File: config.mk
export PLATFORM = sky130hd
export DESIGN_NAME = q9sfe_lane
export DESIGN_NICKNAME = d
export VERILOG_FILES = /design/src/hdl/q9sfe_pkg.sv /design/src/hdl/q9sfe_lane.sv
export SDC_FILE = /design/constraint.sdc
export NUM_CORES = 2
export LEC_CHECK = 0
export ABC_AREA = 1
export BUFFER_PORTS_ARGS = -buffer_cell sky130_fd_sc_hd__buf_4
export CAP_MARGIN = 10
export CELL_PAD_IN_SITES_DETAIL_PLACEMENT = 1
export CELL_PAD_IN_SITES_GLOBAL_PLACEMENT = 1
export CORE_MARGIN = 1.5
export CORE_UTILIZATION = 50
export DETAILED_ROUTE_END_ITERATION = 12
export GPL_ROUTABILITY_DRIVEN = 0
export GPL_TIMING_DRIVEN = 0
export PLACE_DENSITY_LB_ADDON = 0.3
export SLEW_MARGIN = 20
export SYNTH_ARGS = -nofsm -noshare
export SYNTH_HDL_FRONTEND = slang
export SYNTH_SLANG_ARGS = --single-unit
File: constraint.sdc
create_clock -name clk -period 7.3 [get_ports clk]
set_input_delay 0.365 -clock clk [delete_from_list [all_inputs] [get_ports clk]]
set_output_delay 0.365 -clock clk [all_outputs]
set_load 0.05 [all_outputs]
File: src/hdl/q9sfe_pkg.sv
// Shared types, node tables and result limits for the nine-node shape function evaluator.
package q9sfe_pkg;

    localparam int NUM_NODES = 9;
    localparam int NODE_W    = 4;
    localparam int VAL_W     = 17;
    localparam int COORD_W   = 16;

    typedef logic [NODE_W-1:0] node_t;

    // 1-D quadratic factor selector: end at -1, middle, end at +1
    typedef enum logic [1:0] {
        FSEL_END_LO,
        FSEL_MID,
        FSEL_END_HI
    } fsel_t;

    localparam node_t LAST_NODE = 4'd8;

    // corners, then midsides, then centre
    localparam fsel_t NODE_XSEL [NUM_NODES] = '{
        FSEL_END_LO, FSEL_END_HI, FSEL_END_HI, FSEL_END_LO,
        FSEL_MID, FSEL_END_HI, FSEL_MID, FSEL_END_LO, FSEL_MID
    };
    localparam fsel_t NODE_YSEL [NUM_NODES] = '{
        FSEL_END_LO, FSEL_END_LO, FSEL_END_HI, FSEL_END_HI,
        FSEL_END_LO, FSEL_MID, FSEL_END_HI, FSEL_MID, FSEL_MID
    };

    localparam logic signed [VAL_W-1:0] VAL_MAX = 17'h0FFFF;
    localparam logic signed [VAL_W-1:0] VAL_MIN = 17'h10000;

    // per-stage advance strobes for the product lanes
    typedef struct packed {
        logic en1;
        logic en2;
        logic en3;
    } lane_en_t;

endpackage

File: src/hdl/q9sfe_lane.sv
// Signed-magnitude product lane: split multiply, partial sum, round half up, 17-bit saturation.
module q9sfe_lane #(
    parameter int FRAC_BITS = 14,
    parameter int RND_SHIFT = 44
) (
    input  logic                                 clk,
    input  q9sfe_pkg::lane_en_t                  en,
    input  logic [2*FRAC_BITS+1:0]               a_mag,
    input  logic                                 a_neg,
    input  logic [2*FRAC_BITS+1:0]               b_mag,
    input  logic                                 b_neg,
    output logic signed [q9sfe_pkg::VAL_W-1:0]   result
);
    import q9sfe_pkg::*;

    localparam int MW = 2 * FRAC_BITS + 2;
    localparam int HW = MW / 2;
    localparam int PW = 2 * MW;
    localparam int SW = PW + 1;
    localparam int QW = SW - RND_SHIFT;
    localparam int EW = (QW > VAL_W + 1) ? QW : VAL_W + 1;

    localparam logic signed [SW-1:0] HALF  = SW'(1) <<< (RND_SHIFT - 1);
    localparam logic signed [EW-1:0] MAX_E = EW'(VAL_MAX);
    localparam logic signed [EW-1:0] MIN_E = EW'(VAL_MIN);

    logic [2*HW-1:0]      pll_reg, plh_reg, phl_reg, phh_reg;
    logic                 neg1_reg, neg2_reg;
    logic [PW-1:0]        sum2_reg;
    logic signed [QW-1:0] q3_reg;

    logic signed [SW-1:0] sum_s, sgn_s, rnd_s;
    logic signed [EW-1:0] q_e;

    always_comb
    begin
        sum_s = $signed({1'b0, sum2_reg});
        sgn_s = neg2_reg ? -sum_s : sum_s;
        rnd_s = sgn_s + HALF;
    end

    always_ff @(posedge clk)
    begin
        if (en.en1)
        begin
            pll_reg  <= MW'(a_mag[HW-1:0])  * MW'(b_mag[HW-1:0]);
            plh_reg  <= MW'(a_mag[HW-1:0])  * MW'(b_mag[MW-1:HW]);
            phl_reg  <= MW'(a_mag[MW-1:HW]) * MW'(b_mag[HW-1:0]);
            phh_reg  <= MW'(a_mag[MW-1:HW]) * MW'(b_mag[MW-1:HW]);
            neg1_reg <= a_neg ^ b_neg;
        end
        if (en.en2)
        begin
            sum2_reg <= PW'(pll_reg) + ((PW'(plh_reg) + PW'(phl_reg)) << HW)
                        + (PW'(phh_reg) << (2 * HW));
            neg2_reg <= neg1_reg;
        end
        if (en.en3)
            q3_reg <= QW'(rnd_s >>> RND_SHIFT);
    end

    always_comb
    begin
        q_e = EW'(q3_reg);
        if (q_e > MAX_E)
            result = VAL_MAX;
        else if (q_e < MIN_E)
            result = VAL_MIN;
        else
            result = VAL_W'(q_e);
    end

endmodule

==> impl_metrics.ini <==
[outcome]
status = completed

[yosys]
synth_top_area_frac = 0.3146
synthMostInstantiatedCell = inv_1
synth_area_leaders = fa_1, edfxtp_1, inv_1
yosysWarnings = 0
synth_edf_count = 199
syn_nets = 6644
syn_area_mm2 = 0.04264
synthTopCellsByCount = inv_1, nand2_1, fa_1
synthArstFlopShare = 0
synth-main-ff-cell = edfxtp_1
syn_avg_cell_area_um2 = 7.795
yosysSeqAreaShare = 0.1401
syn-instance-count = 5470
synth_largest_area_cell = fa_1
synth.distinct_cells = 48
ys_ff_latch = 199

[timing]
rsz0062_at_grt = false
worst_hold_slack_ns = 0.2242
report.final.slew_viol_count = 0
worstMarginPinSlew_ns = 1.280
max_slew_margin = 0.1469
hold_violations = 0
setup_ws_ns = 0.7249
finalSetupViolCount = 0
fin_setup_tns_ns = 0
clock_skew_ns = 0.02131
fin_crit_sh = 0.9007
fmax_mhz = 152.1
period_minus_slack_ns = 6.575

[finish]
seqCellArea_mm2 = 0.005976
largest_reg_flops = 60
nets = 6686
multi_input_area_mm2 = 0.03023
syn_to_final_growth_pct = 5.294
drive_gt1_frac = 0.02462
fill_cells = 10680

[clock_network]
clkSlewWorstSetupHoldPaths_ns = 0.08
cts_resized = 0
clock_latency_ns = 0.48
cts_made_buffers = 17
cts_hold_buf = 0
clockRootBuffer = clkbuf_16
cts_buffer_depth = 2
cts_sinks = 199
htreeDepth = 4
post-cts-setup-buffers = 0
cts_tree = built

[drt]
via_count = 36340
dr.pass1.iters = 8
wl_per_cell_um = 23.02
drtAntennaViolNets = 0
via_per_inst = 5.456
drc = 0
drt_iter0_drc = 2477
wirelength_mm = 153.3

[placement]
hpwl_mm = 126.1
pre_cts_ws_ns = 0.3748
io_buffers = 22

[die]
rows = 106
initial_core_util = 0.5071
ios = 83
core-area_mm2 = 0.08409
dieArea_mm2 = 0.08704
die_y_um = 295.0
die_x_um = 295.0

[critical_path]
crit_path_max_fanout = 10
start_kind = primary input
cp_data_arrival_time_ns = 6.78
r2r_setup_slack_ns = 2.58
worstPathRequired_ns = 7.50
worstSetupPathType = in -> reg
end_kind = register

[global_route]
grt_pass1_wl_mm = 233.3
grt_overflow_total = 0
grt_pass1_vias = 39940
antenna_found_initial = 2
grt_usage = 0.3617
grt_max_degree = 85

[worst_hold_path]
hp-class = in -> reg

[job]
drv_cap = 0
[kinds of logic after synthesis]
family | after synthesis | share of synthesized area
fa+ha+maj | 1108 | 0.4431
compound gates | 377 | 0.05030
flops | 199 | 0.1401
buf+inv | 1713 | 0.1509
xor+xnor | 186 | 0.03821
simple gates | 1887 | 0.1774
[metrics by stage]
| step | std cells | area (µm²) | utilization |
|---|---|---|---|
| 3_3_place_gp | 6626 | 44220 | 0.5259 |
| 4_1_cts | 6659 | 44890 | 0.5338 |
| 6_report | 6660 | 44900 | 0.5339 |
| 5_1_grt | 6659 | 44890 | 0.5339 |
| 3_5_place_dp | 6627 | 44260 | 0.5264 |
| 2_1_floorplan | 5470 | 42640 | - |
[routing by layer]
metal | global-route usage | up-vias | share of wire
met5 | 0 | - | 0.000085
met4 | 0.1890 | 2 | 0.059
met3 | 0.08172 | 396 | 0.087
met2 | 0.5933 | 1440 | 0.46
met1 | 0.4463 | 18370 | 0.39
li1 | - | 16130 | -
[placed cells by master, fill, tap and decap left out, types with 7 or more instances in the layout]
| cell | instances |
|---|---|
| nand4_1 | 21 |
| o21a_1 | 18 |
| a21boi_0 | 8 |
| inv_1 | 1506 |
| xor2_1 | 126 |
| o21bai_1 | 18 |
| a31oi_1 | 12 |
| fa_1 | 670 |
| nor2_1 | 270 |
| ha_1 | 438 |
| a21oi_1 | 192 |
| nor4_1 | 7 |
| nand2_2 | 23 |
| clkbuf_1 | 190 |
| nand3b_1 | 12 |
| nand2_1 | 1393 |
| nor2_2 | 19 |
| o21ai_1 | 10 |
| a21o_1 | 14 |
| clkbuf_2 | 9 |
| buf_4 | 21 |
| nand3_1 | 92 |
| nor3_1 | 31 |
| o21ai_0 | 77 |
| edfxtp_1 | 199 |
| clkbuf_16 | 17 |
| xnor2_1 | 60 |
[final cells by class]
class                   count  share of cell area
diodes                      1          0.00005574
plain buffers             201             0.01711
clock buffers              17            0.009475
clock inverters            15            0.004515
inverters                1512              0.1264
multi-input cells        3558              0.6733
flip-flops and latches    199              0.1331
well taps                1134             0.03160
repair buffers             23            0.004375
[worst max-delay path, cell delays in order]
cell and delay (ns):
clkbuf_1 0.79, nand2_1 0.23, fa_1 0.57, fa_1 0.50, inv_1 0.06, fa_1 0.52
fa_1 0.44, fa_1 0.49, inv_1 0.05, fa_1 0.48, inv_1 0.05, ha_1 0.39
nand2_1 0.14, nor4_1 0.57, nand3_1 0.16, nand3_1 0.26, nand4_1 0.13, nand3_1 0.11
xor2_1 0.47
[path summary, 6_finish.rpt]
check	from	endpoint	cells past startpoint
setup / recovery	b_mag[27]	plh_reg[29]	19
hold reg to reg	pll_reg[4]	sum2_reg[4]	0
setup reg to reg	phl_reg[0]	sum2_reg[57]	22
hold / removal	a_neg	neg1_reg	2
Power is not shown: default switching activity piles up to over one toggle a cycle in this logic, so the estimate is an artifact.
