<file path="src/hdl/q9sfe_pkg.sv">
// Shared types, node tables and result limits for the nine-node shape function evaluator.
package q9sfe_pkg;

    localparam int NUM_NODES = 9;
    localparam int NODE_W    = 4;
    localparam int VAL_W     = 17;
    localparam int COORD_W   = 16;

    typedef logic [NODE_W-1:0] node_t;

    // 1-D quadratic factor selector: end at -1, middle, end at +1
    typedef enum logic [1:0] {
        FSEL_END_LO,
        FSEL_MID,
        FSEL_END_HI
    } fsel_t;

    localparam node_t LAST_NODE = 4'd8;

    // corners, then midsides, then centre
    localparam fsel_t NODE_XSEL [NUM_NODES] = '{
        FSEL_END_LO, FSEL_END_HI, FSEL_END_HI, FSEL_END_LO,
        FSEL_MID, FSEL_END_HI, FSEL_MID, FSEL_END_LO, FSEL_MID
    };
    localparam fsel_t NODE_YSEL [NUM_NODES] = '{
        FSEL_END_LO, FSEL_END_LO, FSEL_END_HI, FSEL_END_HI,
        FSEL_END_LO, FSEL_MID, FSEL_END_HI, FSEL_MID, FSEL_MID
    };

    localparam logic signed [VAL_W-1:0] VAL_MAX = 17'h0FFFF;
    localparam logic signed [VAL_W-1:0] VAL_MIN = 17'h10000;

    // per-stage advance strobes for the product lanes
    typedef struct packed {
        logic en1;
        logic en2;
        logic en3;
    } lane_en_t;

endpackage

</file>
<file path="src/hdl/q9sfe_factor.sv">
// Coordinate clamp and 1-D quadratic factor / derivative generation, four register stages.
module q9sfe_factor #(
    parameter int FRAC_BITS = 14
) (
    input  logic                                   clk,
    input  logic                                   rst_n,
    input  logic                                   in_valid,
    output logic                                   in_ready,
    input  logic [q9sfe_pkg::COORD_W-1:0]          xi_in,
    input  logic [q9sfe_pkg::COORD_W-1:0]          eta_in,
    output logic                                   out_valid,
    input  logic                                   out_ready,
    output logic [2:0][2*FRAC_BITS+1:0]            fx_mag,
    output logic [2:0]                             fx_neg,
    output logic [2:0][2*FRAC_BITS+1:0]            fy_mag,
    output logic [2:0]                             fy_neg,
    output logic [2:0][2*FRAC_BITS+1:0]            dx_mag,
    output logic [2:0]                             dx_neg,
    output logic [2:0][2*FRAC_BITS+1:0]            dy_mag,
    output logic [2:0]                             dy_neg
);
    import q9sfe_pkg::*;

    localparam int CW  = FRAC_BITS + 2;
    localparam int IW  = (CW > COORD_W) ? CW : COORD_W;
    localparam int SQW = 2 * CW;
    localparam int FW  = 2 * FRAC_BITS + 3;
    localparam int DW  = FRAC_BITS + 4;
    localparam int MW  = 2 * FRAC_BITS + 2;

    localparam logic signed [IW-1:0] ONE_I      = IW'(1) <<< FRAC_BITS;
    localparam logic signed [DW-1:0] ONE_D      = DW'(1) <<< FRAC_BITS;
    localparam logic signed [FW-1:0] TWO_ONE_SQ = FW'(1) <<< (2 * FRAC_BITS + 1);

    function automatic logic signed [CW-1:0] clamp_coord(input logic [COORD_W-1:0] raw);
        logic signed [IW-1:0] v;
        v = IW'($signed(raw));
        if (v > ONE_I)
            return CW'(ONE_I);
        else if (v < -ONE_I)
            return CW'(-ONE_I);
        else
            return CW'(v);
    endfunction

    function automatic logic [MW-1:0] mag_of(input logic signed [FW-1:0] v);
        logic signed [FW-1:0] a;
        a = (v < 0) ? -v : v;
        return MW'(a);
    endfunction

    logic v1_reg, v2_reg, v3_reg, v4_reg;
    logic en1, en2, en3, en4;

    logic signed [CW-1:0]  x1_reg, y1_reg;
    logic signed [CW-1:0]  x2_reg, y2_reg;
    logic signed [SQW-1:0] xx2_reg, yy2_reg;
    logic signed [FW-1:0]  fx3_reg [3];
    logic signed [FW-1:0]  fy3_reg [3];
    logic signed [DW-1:0]  dx3_reg [3];
    logic signed [DW-1:0]  dy3_reg [3];
    logic [2:0][MW-1:0]    fx4_reg, fy4_reg, dx4_reg, dy4_reg;
    logic [2:0]            fxn4_reg, fyn4_reg, dxn4_reg, dyn4_reg;

    assign en4      = !v4_reg || out_ready;
    assign en3      = !v3_reg || en4;
    assign en2      = !v2_reg || en3;
    assign en1      = !v1_reg || en2;
    assign in_ready = en1;

    always_ff @(posedge clk or negedge rst_n)
    begin
        if (!rst_n)
        begin
            v1_reg <= 1'b0;
            v2_reg <= 1'b0;
            v3_reg <= 1'b0;
            v4_reg <= 1'b0;
        end
        else
        begin
            if (en1) v1_reg <= in_valid;
            if (en2) v2_reg <= v1_reg;
            if (en3) v3_reg <= v2_reg;
            if (en4) v4_reg <= v3_reg;
        end
    end

    always_ff @(posedge clk)
    begin
        if (en1)
        begin
            x1_reg <= clamp_coord(xi_in);
            y1_reg <= clamp_coord(eta_in);
        end
        if (en2)
        begin
            x2_reg  <= x1_reg;
            y2_reg  <= y1_reg;
            xx2_reg <= SQW'(x1_reg) * SQW'(x1_reg);
            yy2_reg <= SQW'(y1_reg) * SQW'(y1_reg);
        end
        if (en3)
        begin
            // factors carry a scale of 2*one^2, derivatives 2*one
            fx3_reg[0] <= FW'(xx2_reg) - (FW'(x2_reg) <<< FRAC_BITS);
            fx3_reg[1] <= TWO_ONE_SQ - (FW'(xx2_reg) <<< 1);
            fx3_reg[2] <= FW'(xx2_reg) + (FW'(x2_reg) <<< FRAC_BITS);
            fy3_reg[0] <= FW'(yy2_reg) - (FW'(y2_reg) <<< FRAC_BITS);
            fy3_reg[1] <= TWO_ONE_SQ - (FW'(yy2_reg) <<< 1);
            fy3_reg[2] <= FW'(yy2_reg) + (FW'(y2_reg) <<< FRAC_BITS);
            dx3_reg[0] <= (DW'(x2_reg) <<< 1) - ONE_D;
            dx3_reg[1] <= -(DW'(x2_reg) <<< 2);
            dx3_reg[2] <= (DW'(x2_reg) <<< 1) + ONE_D;
            dy3_reg[0] <= (DW'(y2_reg) <<< 1) - ONE_D;
            dy3_reg[1] <= -(DW'(y2_reg) <<< 2);
            dy3_reg[2] <= (DW'(y2_reg) <<< 1) + ONE_D;
        end
        if (en4)
        begin
            for (int i = 0; i < 3; i++)
            begin
                fx4_reg[i]  <= mag_of(fx3_reg[i]);
                fxn4_reg[i] <= fx3_reg[i][FW-1];
                fy4_reg[i]  <= mag_of(fy3_reg[i]);
                fyn4_reg[i] <= fy3_reg[i][FW-1];
                dx4_reg[i]  <= mag_of(FW'(dx3_reg[i]));
                dxn4_reg[i] <= dx3_reg[i][DW-1];
                dy4_reg[i]  <= mag_of(FW'(dy3_reg[i]));
                dyn4_reg[i] <= dy3_reg[i][DW-1];
            end
        end
    end

    assign out_valid = v4_reg;
    assign fx_mag    = fx4_reg;
    assign fx_neg    = fxn4_reg;
    assign fy_mag    = fy4_reg;
    assign fy_neg    = fyn4_reg;
    assign dx_mag    = dx4_reg;
    assign dx_neg    = dxn4_reg;
    assign dy_mag    = dy4_reg;
    assign dy_neg    = dyn4_reg;

endmodule

</file>
<file path="config.mk">
export PLATFORM = sky130hd
export DESIGN_NAME = q9sfe_factor
export DESIGN_NICKNAME = d
export VERILOG_FILES = /design/src/hdl/q9sfe_pkg.sv /design/src/hdl/q9sfe_factor.sv
export SDC_FILE = /design/constraint.sdc
export NUM_CORES = 2
export LEC_CHECK = 0
export ABC_AREA = 1
export ABC_CLOCK_PERIOD_IN_PS = 15000
export BUFFER_PORTS_ARGS = -buffer_cell sky130_fd_sc_hd__buf_2
export CORE_ASPECT_RATIO = 1.4
export CORE_UTILIZATION = 56
export CTS_CLUSTER_DIAMETER = 30
export CTS_CLUSTER_SIZE = 10
export DETAILED_ROUTE_END_ITERATION = 7
export MAX_ROUTING_LAYER = met4
export PLACE_DENSITY = 0.78
export REMOVE_ABC_BUFFERS = 1
export SLEW_MARGIN = 20
export SYNTH_ARGS = -nofsm -noshare
export SYNTH_HDL_FRONTEND = slang
export SYNTH_SLANG_ARGS = --single-unit
</file>
<file path="constraint.sdc">
create_clock -name clk -period 15 [get_ports clk]
set_clock_uncertainty 0.2 [all_clocks]
set_input_delay 0.75 -clock clk [delete_from_list [all_inputs] [get_ports clk]]
set_output_delay 0.75 -clock clk [all_outputs]
set_load 0.1 [all_outputs]
</file>
==> impl_metrics.env <==
export IMPL_min_to="y1_reg[15]"
export IMPL_initial_core_util_pct=56.54
export IMPL_syn_area_um2=51430
export IMPL_critPathKind="reg2reg"
export IMPL_ys_warnings_count=0
export IMPL_setup_viol=0
export IMPL_rr_worst_depth=20
export IMPL_endpoint_kind="flop"
export IMPL_areaGrowthSynthToFinish_pct=13.74
export IMPL_outcome="finished clean"
export IMPL_synth_distinct_cells=58
export IMPL_cpPeakStageDelay_ns=0.85
export IMPL_grt_max_degree=86
export IMPL_hold_start="eta_in[15]"
export IMPL_startpoint_type="flop"
export IMPL_avgSynthCellArea_um2=9.780
export IMPL_routed_wl_mm=131.3
export IMPL_die_x_um=258.1
export IMPL_fp_dieH_um=360.6
export IMPL_grt_antenna_before_repair=2
export IMPL_cp_max_fo=22
export IMPL_timing_fmax_mhz=148.0
export IMPL_grt_pass1_wl_mm=205.4
export IMPL_met3_usage_pct=3.617
export IMPL_cp_num_buf_inv=6
export IMPL_drive_gt1_share_pct=12.04
export IMPL_finalCriticalPeriod_ns=6.756
export IMPL_whs_ns=0.05462
export IMPL_hold_viol=0
export IMPL_yosys_register_bits=694
export IMPL_reg2reg_to="xx2_reg[26]"
export IMPL_grt_overflow_total=0
export IMPL_dieArea_um2=93080
export IMPL_ioPinCount=410
export IMPL_worstPathRequired_ns=15.24
export IMPL_cap_violations=0
export IMPL_cp_cell_sequence="inv_1, nor2_1, fa_1, fa_1, inv_1, fa_1, inv_1, fa_1, fa_1, inv_1, fa_1, inv_1, ha_1, nand2_1, nor2_1, inv_1, nor3_1, o21ai_0, nand3_1, xor2_1"
export IMPL_io_buffers=399
export IMPL_vias=37150
export IMPL_tightest_slew_ns=1.035
export IMPL_numCtsBuffers=113
export IMPL_cts_tree="done"
export IMPL_grt_pass1_vias=38710
export IMPL_clock_sinks=694
export IMPL_synth_cells=5259
export IMPL_setup_tns_ns=0
export IMPL_cts_root_buf="clkbuf_16"
export IMPL_holdCritPathClass="in2reg"
export IMPL_post_cts_resized=0
export IMPL_rows=131
export IMPL_n_antenna_cell=0
export IMPL_drtPass1Iterations=6
export IMPL_post_cts_buffers=0
export IMPL_maxSlewHeadroom_pct=30.99
export IMPL_finalCritPeriodShare_pct=45.04
export IMPL_top_usage_layer="met2"
export IMPL_vias_per_cell=5.306
export IMPL_grt_use_total_pct=29.67
export IMPL_drt_iter0_drc=2951
export IMPL_rrSetupSlack_ns=8.24
export IMPL_routedWlPerCell_um=18.75
export IMPL_hpwlAfterDp_mm=104.4
export IMPL_slew_viol_final=0
export IMPL_cp_top_family="adder cells"
export IMPL_grtUsageMet2_pct=51.42
export IMPL_gp_congestion=0.9818
export IMPL_fp_coreArea_um2=90970
export IMPL_rsz0062_at_grt="no"
export IMPL_cp_slowest_cell="edfxtp_1"
export IMPL_worstHoldPathCells=1
export IMPL_h_tree_depth=3
export IMPL_path_clk_slew_ns=0.05
export IMPL_grt_use_met1_pct=32.38
export IMPL_synth_seq_area_share_pct=40.48
export IMPL_timing_rr_start="x1_reg[15]"
export IMPL_route_antenna_remaining_nets=0
export IMPL_clkLatencyLatePin_ns=0.72
export IMPL_utilization_pct=64.31
export IMPL_post_route_drc_count=0
export IMPL_ctsLongestPathBuffers=3
export IMPL_nets=6478
export IMPL_critPathArrivalTime_ns=7.00
-- layer usage --
metal  wire, µm  vias up
met2      67530     1405
met5          0        -
met3       7651      434
li1           -    17360
met1      47410    17950
met4       8676        0
-- area by class of cell --
class                           instances  area, µm²
Clock buffer                          120       2854
Tap cell                             1197       1498
Multi-Input combinational cell       3307      25780
Sequential cell                       694      20820
Fill cell                            7151      32470
Inverter                             1191       4489
Clock inverter                         77      942.2
Timing Repair Buffer                  415       2120
-- worst register-to-register path, delay by kind of cell (launching register included) --
| kind | cells | cell delay (ns) |
|---|---|---|
| AOI/OAI and AO/OA | 1 | 0.14 |
| xor gates and xnor gates | 1 | 0.09 |
| adders and majority gates | 7 | 3.55 |
| buffers and inverters | 6 | 0.73 |
| DFF | 1 | 0.85 |
| and+or+nand+nor | 5 | 0.96 |
-- worst max path at each step --
stage / slack (ns) / depth (start not counted) / to / start
CTS: 8.28 / 19 / xx2_reg[29] / x1_reg[15]
detailed placement: 8.23 / 19 / xx2_reg[25] / x1_reg[15]
floorplan: -0.03 / 7 / x2_reg[0] / out_valid
global placement: 8.29 / 20 / xx2_reg[26] / x1_reg[15]
finish: 8.24 / 20 / xx2_reg[26] / x1_reg[15]
global route: 7.81 / 20 / xx2_reg[26] / x1_reg[15]
-- cell families after synthesis --
group,after synthesis,share of synthesized area (%)
AO/OA/AOI/OAI,453,4.792
other,1,0.007291
flip-flops,694,40.48
XOR/XNOR,356,6.062
adder cells (fa/ha/maj),720,24.29
buffers and inverters,1339,9.991
AND/OR/NAND/NOR,1696,14.38
-- stage by stage --
| stage | instance area (µm²) | setup WS [ns] | cells |
|---|---|---|---|
| floorplan | 51070 | -0.02951 | 5192 |
| global placement | 54700 | 8.289 | 6803 |
| detailed placement | 54700 | 8.230 | 6803 |
| CTS | 58500 | 8.280 | 7001 |
| global route | 58500 | 7.807 | 7001 |
| finish | 58500 | 8.244 | 7001 |
-- timing repair --
item	CTS	global route
hold buffers	1	0
endpoints found under the setup margin	0	0
hold endpoints to repair	4	0
-- synth_stat cells (all sizes together) --
master,number,area share (%)
a21boi,3,0.044
a21o,9,0.13
a21oi,152,1.5
a31o,5,0.085
a31oi,15,0.18
and2,2,0.024
and3,3,0.036
buf,48,0.56
clkbuf,100,0.73
clkinv,3,0.022
conb,1,0.0073
dfrtp,4,0.19
edfxtp,690,40
fa,464,18
ha,256,6.2
inv,1188,8.7
nand2,898,6.7
nand2b,1,0.012
nand3,211,2.1
nand3b,7,0.10
nand4,64,0.81
nor2,402,3.2
nor3,67,0.85
nor4,19,0.27
o2111ai,1,0.017
o211ai,6,0.088
o21a,5,0.073
o21ai,233,2.3
o21bai,10,0.15
o31a,1,0.017
o31ai,13,0.19
or2,20,0.24
or3,1,0.012
or3b,1,0.017
xnor2,68,1.2
xor2,288,4.9
-- layout by cell type, fill, tap and decap left out, types with 10 or more instances in the layout --
cell,n
o31ai_1,13
nor3_1,54
nand3_1,203
clkbuf_16,113
nor2_1,382
clkinvlp_4,11
xnor2_1,68
bufinv_16,13
nand2_1,887
nand4_1,61
xor2_1,288
clkinv_2,17
a21oi_1,150
nor4_1,16
conb_1,82
fa_1,464
buf_4,15
o21ai_0,202
clkinv_1,10
o21bai_1,10
edfxtp_1,690
a31oi_1,15
or2_2,19
ha_1,256
o21ai_1,25
buf_2,399
inv_6,17
inv_1,1176
Power is left out: the tool's default activity adds up to more than one toggle a clock period on the data nets, which glitch-free logic cannot reach.
